File: src/sv/ep2q_pkg.sv
// ----------------------------------------------------------------------------
// ep2q_pkg
// Shared constants, types and the CORDIC arctangent table for the Euler pose
// to quaternion block.
// ----------------------------------------------------------------------------
package ep2q_pkg;

  localparam int QUAT_FRAC_BITS_DEF = 30;
  localparam int TRIG_BITS          = 30;
  localparam int CORDIC_STEPS       = 30;
  localparam int CORDIC_W           = 34;
  localparam logic signed [CORDIC_W-1:0] CORDIC_GAIN = 34'sd652032874;

  // Constant division by reciprocal multiplication. 720 = 16 * 45 and
  // 1000 = 8 * 125, so the power of two is shifted off first and the odd
  // factor is divided out in two 24-bit quotient digits.
  localparam int DIV_W  = 52;
  localparam int QUO_W  = 48;
  localparam int DIG_W  = 24;
  localparam int REM_W  = 7;
  localparam int VAL_W  = REM_W + DIG_W;
  localparam int RCP_W  = 32;
  localparam logic [REM_W-1:0] DSR_DEG    = 7'd45;
  localparam logic [REM_W-1:0] DSR_MM     = 7'd125;
  localparam logic [RCP_W-1:0] RCP_DEG    = 32'd3054198967;  // ceil(2^37 / 45)
  localparam logic [RCP_W-1:0] RCP_MM     = 32'd2199023256;  // ceil(2^38 / 125)
  localparam int               RCP_SH_DEG = 37;
  localparam int               RCP_SH_MM  = 38;
  localparam logic [DIV_W-1:0] DEG_ROUND = 52'd360;
  localparam logic [DIV_W-1:0] DEG_BIAS  = 52'd720 << 33;
  localparam logic [DIV_W-1:0] MM_ROUND  = 52'd500;
  localparam logic [DIV_W-1:0] MM_BIAS   = 52'd1000 << 40;

  localparam int MUL_W  = 34;
  localparam int PROD_W = 64;

  typedef logic signed [31:0] trig_t;
  typedef logic signed [MUL_W-1:0] term_t;
  typedef logic signed [PROD_W-1:0] prod_t;

  function automatic logic [31:0] atan_phase(input logic [4:0] idx);
    logic [31:0] v;
    case (idx)
      5'd0:  v = 32'h20000000;
      5'd1:  v = 32'h12E4051D;
      5'd2:  v = 32'h09FB385B;
      5'd3:  v = 32'h051111D4;
      5'd4:  v = 32'h028B0D43;
      5'd5:  v = 32'h0145D7E1;
      5'd6:  v = 32'h00A2F61E;
      5'd7:  v = 32'h00517C55;
      5'd8:  v = 32'h0028BE53;
      5'd9:  v = 32'h00145F2E;
      5'd10: v = 32'h000A2F98;
      5'd11: v = 32'h000517CC;
      5'd12: v = 32'h00028BE6;
      5'd13: v = 32'h000145F3;
      5'd14: v = 32'h0000A2F9;
      5'd15: v = 32'h0000517C;
      5'd16: v = 32'h000028BE;
      5'd17: v = 32'h0000145F;
      5'd18: v = 32'h00000A2F;
      5'd19: v = 32'h00000517;
      5'd20: v = 32'h0000028B;
      5'd21: v = 32'h00000145;
      5'd22: v = 32'h000000A2;
      5'd23: v = 32'h00000051;
      5'd24: v = 32'h00000028;
      5'd25: v = 32'h00000014;
      5'd26: v = 32'h0000000A;
      5'd27: v = 32'h00000005;
      5'd28: v = 32'h00000002;
      5'd29: v = 32'h00000001;
      default: v = 32'h00000000;
    endcase
    return v;
  endfunction

endpackage

File: src/sv/ep2q_div.sv
// ----------------------------------------------------------------------------
// ep2q_div
// Division of a 52-bit unsigned dividend by 720 or 1000. The power-of-two
// factor is shifted off, then the odd factor is removed by reciprocal
// multiplication, one 24-bit quotient digit at a time, each digit taking a multiply step and a remainder step.
// ----------------------------------------------------------------------------
module ep2q_div
  import ep2q_pkg::*;
(
  input  logic             clk,
  input  logic             rst_n,
  input  logic             start,
  input  logic [DIV_W-1:0] dividend,
  input  logic             sel_mm,
  output logic             done,
  output logic [QUO_W-1:0] quotient
);

  logic [QUO_W-1:0]   num_r;
  logic [REM_W-1:0]   rem_r;
  logic               sel_r;
  logic               dig_r;
  logic               fix_r;
  logic               busy_r;
  logic               done_r;
  logic [2*RCP_W-1:0] prod_r;

  logic [VAL_W-1:0]   val;
  logic [RCP_W-1:0]   rcp;
  logic [REM_W-1:0]   dsr;
  logic [DIG_W-1:0]   digit;
  logic [VAL_W-1:0]   back;
  logic [QUO_W-1:0]   num_init;

  // Quotient digits shift in at the bottom of num_r as the dividend chunks leave the top.
  always_comb begin
    val      = {rem_r, num_r[QUO_W-1 -: DIG_W]};
    rcp      = sel_r ? RCP_MM : RCP_DEG;
    dsr      = sel_r ? DSR_MM : DSR_DEG;
    digit    = sel_r ? DIG_W'(prod_r >> RCP_SH_MM) : DIG_W'(prod_r >> RCP_SH_DEG);
    back     = VAL_W'(digit) * VAL_W'(dsr);
    num_init = sel_mm ? dividend[DIV_W-2 -: QUO_W] : dividend[DIV_W-1 -: QUO_W];
  end

  always_ff @(posedge clk) begin
    if (!rst_n) begin
      busy_r <= 1'b0;
      done_r <= 1'b0;
      fix_r  <= 1'b0;
      dig_r  <= 1'b0;
    end else begin
      done_r <= 1'b0;
      if (start) begin
        num_r  <= num_init;
        rem_r  <= '0;
        sel_r  <= sel_mm;
        dig_r  <= 1'b0;
        fix_r  <= 1'b0;
        busy_r <= 1'b1;
      end else if (busy_r) begin
        if (!fix_r) begin
          prod_r <= 64'(val) * 64'(rcp);
          fix_r  <= 1'b1;
        end else begin
          rem_r <= REM_W'(val - back);
          num_r <= {num_r[QUO_W-DIG_W-1:0], digit};
          fix_r <= 1'b0;
          dig_r <= 1'b1;
          if (dig_r) begin
            busy_r <= 1'b0;
            done_r <= 1'b1;
          end
        end
      end
    end
  end

  assign done     = done_r;
  assign quotient = num_r;

endmodule

File: config.mk
export PLATFORM = sky130hd
export DESIGN_NAME = ep2q_div
export DESIGN_NICKNAME = d
export VERILOG_FILES = /design/src/sv/ep2q_pkg.sv /design/src/sv/ep2q_div.sv
export SDC_FILE = /design/constraint.sdc
export NUM_CORES = 2
export LEC_CHECK = 0
export BUFFER_PORTS_ARGS = -buffer_cell sky130_fd_sc_hd__buf_2
export CORE_MARGIN = 2
export CORE_UTILIZATION = 36
export CTS_CLUSTER_SIZE = 10
export DETAILED_ROUTE_END_ITERATION = 10
export PLACE_DENSITY_LB_ADDON = 0.2
export SETUP_SLACK_MARGIN = 0.15
export SLEW_MARGIN = 10
export SYNTH_ARGS = -nofsm -noshare
export SYNTH_HDL_FRONTEND = slang
export SYNTH_SLANG_ARGS = --single-unit
File: constraint.sdc
create_clock -name clk -period 7 [get_ports clk]
set_clock_uncertainty 0.05 [all_clocks]
set_input_delay 0.7 -clock clk [delete_from_list [all_inputs] [get_ports clk]]
set_output_delay 0.7 -clock clk [all_outputs]
set_load 0.01 [all_outputs]
==> flow_summary.toml <==
[run_status]
outcome = "finished, violations left"
violations = "setup timing"

[global_routing]
antenna_found_initial = 0
grt_util_all_layers_pct = 24.0
grt_max_degree = 87
grt_overflow = 0
first_global_vias = 21600
grt_pass1_wl_um = 132000

[sta]
period_share_pct = 108
fin_ws_ps = -571
holdWs_ps = 459
worst_pin_slew_ps = 883
maxSlewViolCount = 0
max-slew-margin-rel_pct = 40.7
setup_viol = 25
fmax_ghz = 0.132
period_needed_ps = 7570
rsz0062_at_grt = "yes"
hold_viol = 0

[place]
placed_area_um2 = 30700
place_ws_ps = -1080
place_congestion = 0.956
dp_hpwl_um = 78300
io_buffers = 101

[logic_synthesis]
synthArstFlopShare_pct = 0
synth_simple_gate_area_share_pct = 5.77
syn_inst = 2528
synth_top_area_share_pct = 41.1
synth_edf_count = 81
synth_top_area_cell = "fa_1"
synthAdderAreaFrac_pct = 62.3
synth_top_family_by_area = "adder cells"
yosysMostFrequentCell = "inv_1"
ys_types = 56
synth_xor_xnor_area_share_pct = 2.76
yosys_register_bits = 85
synth.cell_area_um2 = 25700
syn-mean-instance-area_um2 = 10.2
synth_area_leaders = "fa_1, ha_1, inv_1, edfxtp_1, a21oi_1"
synth_compound_area_share_pct = 5.54
synth_top_flop_cell = "edfxtp_1"
ys_top_cells_by_count = "inv_1, fa_1, ha_1"
synth-seq-area-share_pct = 9.76
yosys_warnings = 0
synth_mux_area_share_pct = 2.08

[worst_hold_path]
min-delay-start = "dig_r$_SDFFE_PP0P_"
hp-class = "reg2reg"
min_path_cells = 2

[critical_path]
crit_start = "sel_r$_DFFE_PP_"
startpoint_type = "register"
cp.required_ps = 7170
crit_type = "reg2reg"
path_max_fanout = 6
slowest_stage = "fa_1"
reg2reg_slack_ps = -570
end_kind = "register"
arrival_ps = 7740
worstReg2RegStart = "sel_r$_DFFE_PP_"
slowest_delay_ps = 530
crit_top_cell = "fa_1"
reg2regPathDepth = 28

[finish]
nFillCells = 6875
fin_area_um2 = 32700
register_area_um2 = 2510
finish.net_count = 4107
multi_input_comb_area_um2 = 21500
area_delta_synth_final_pct = 26.9
drive_gt1_share_pct = 27.3

[flow_run]
maxCapViolCount = 0

[routing]
routed-via-count = 19100
drc = 0
drt_iter0_markers = 920
firstDrtPassIters = 7
antenna_left = 0
totalWireLength_um = 86000
vias_per_cell = 4.72
wl_per_cell_um = 21.3

[clock_network]
htreeDepth = 3
clock-sinks = 85
clk_pin_slew_worst_paths_ps = 70
clock_latency_ps = 360
hold_buffers = 0
clock_path_buffers = 2
cts_tree = "done"
root_buffer = "clkbuf_16"
numCtsBuffers = 9

[floorplanning]
die_w_um = 271
die_area_um2 = 73700
start_util_pct = 36.2
io_pins = 105
die_height_um = 271
core_um2 = 71100
num_rows = 98
layout by cell type, fill, tap and decap left out, drive strengths merged, types with 29 or more instances in the layout:
| cell | n |
|---|---|
| nand2 | 74 |
| nor2 | 87 |
| mux2i | 50 |
| nor2b | 35 |
| edfxtp | 81 |
| fa | 528 |
| o21ai | 35 |
| inv | 752 |
| ha | 438 |
| buf | 581 |
| a21oi | 106 |
| a21o | 29 |
| xnor2 | 57 |
routing by layer:
metal / track usage [%] / wire [um] / up-vias
met1: 33.4 / 38400 / 9740
met4: 4.95 / 1830 / 0
met2: 41.2 / 42200 / 400
li1: - / - / 8889
met5: 0 / 0 / -
met3: 1.78 / 3580 / 55
per-stage QoR:
step	instances	utilization, %	TNS [ps]
2_1_floorplan	2544	-	-50.4
3_3_place_gp	3962	43.2	-15250
3_5_place_dp	3962	43.2	-16800
4_1_cts	3998	44.5	-11950
5_1_grt	4040	45.9	-15150
6_report	4041	45.9	-10410
what timing repair did:
| action | in CTS | in global routing |
|---|---|---|
| endpoints found under the setup margin | 25 | 25 |
| endpoints found under the hold margin | 0 | 0 |
| pin swaps | 69 | 117 |
| buffers inserted | 20 | 41 |
| gates cloned | 0 | 1 |
| resized for setup | 116 | 177 |
area by class of cell:
cell class | count | share of cell area (%)
Timing Repair Buffer | 582 | 13.4
Clock inverter | 7 | 0.153
Inverter | 752 | 8.72
Multi-Input combinational cell | 1655 | 65.7
Tap cell | 950 | 3.64
Antenna cell | 1 | 0.00766
Clock buffer | 9 | 0.689
Sequential cell | 85 | 7.69
cell families after synthesis:
| kind of cell | count (synthesis) |
|---|---|
| AO/OA/AOI/OAI | 232 |
| XOR/XNOR | 81 |
| adder cells (fa/ha/maj) | 966 |
| buffers and inverters | 804 |
| flip-flops | 85 |
| multiplexers | 53 |
| other | 2 |
| AND/OR/NAND/NOR | 305 |
registers in the layout (all words and copies together), names as in the netlist:
signal and cells:
dig_r 1, sel_r 1, fix_r 1, busy_r 1, prod_r 25, rem_r 7, quotient 48, done 1
worst max-delay path, delay by kind of cell, from the launching register on:
kind	cells	cell delay [ps]
buffers and inverters	9	1000
adder cells (fa/ha/maj)	9	4270
AO/OA/AOI/OAI	4	570
AND/OR/NAND/NOR	6	1110
flip-flops	1	420
worst paths after layout:
path                                to
setup / recovery  prod_r[56]$_DFFE_PP_
hold / removal      dig_r$_SDFFE_PP0P_
setup reg to reg  prod_r[56]$_DFFE_PP_
hold reg to reg     dig_r$_SDFFE_PP0P_
Power is left out: the tool's default activity adds up to more than one toggle a clock period on the data nets, which glitch-free logic cannot reach.
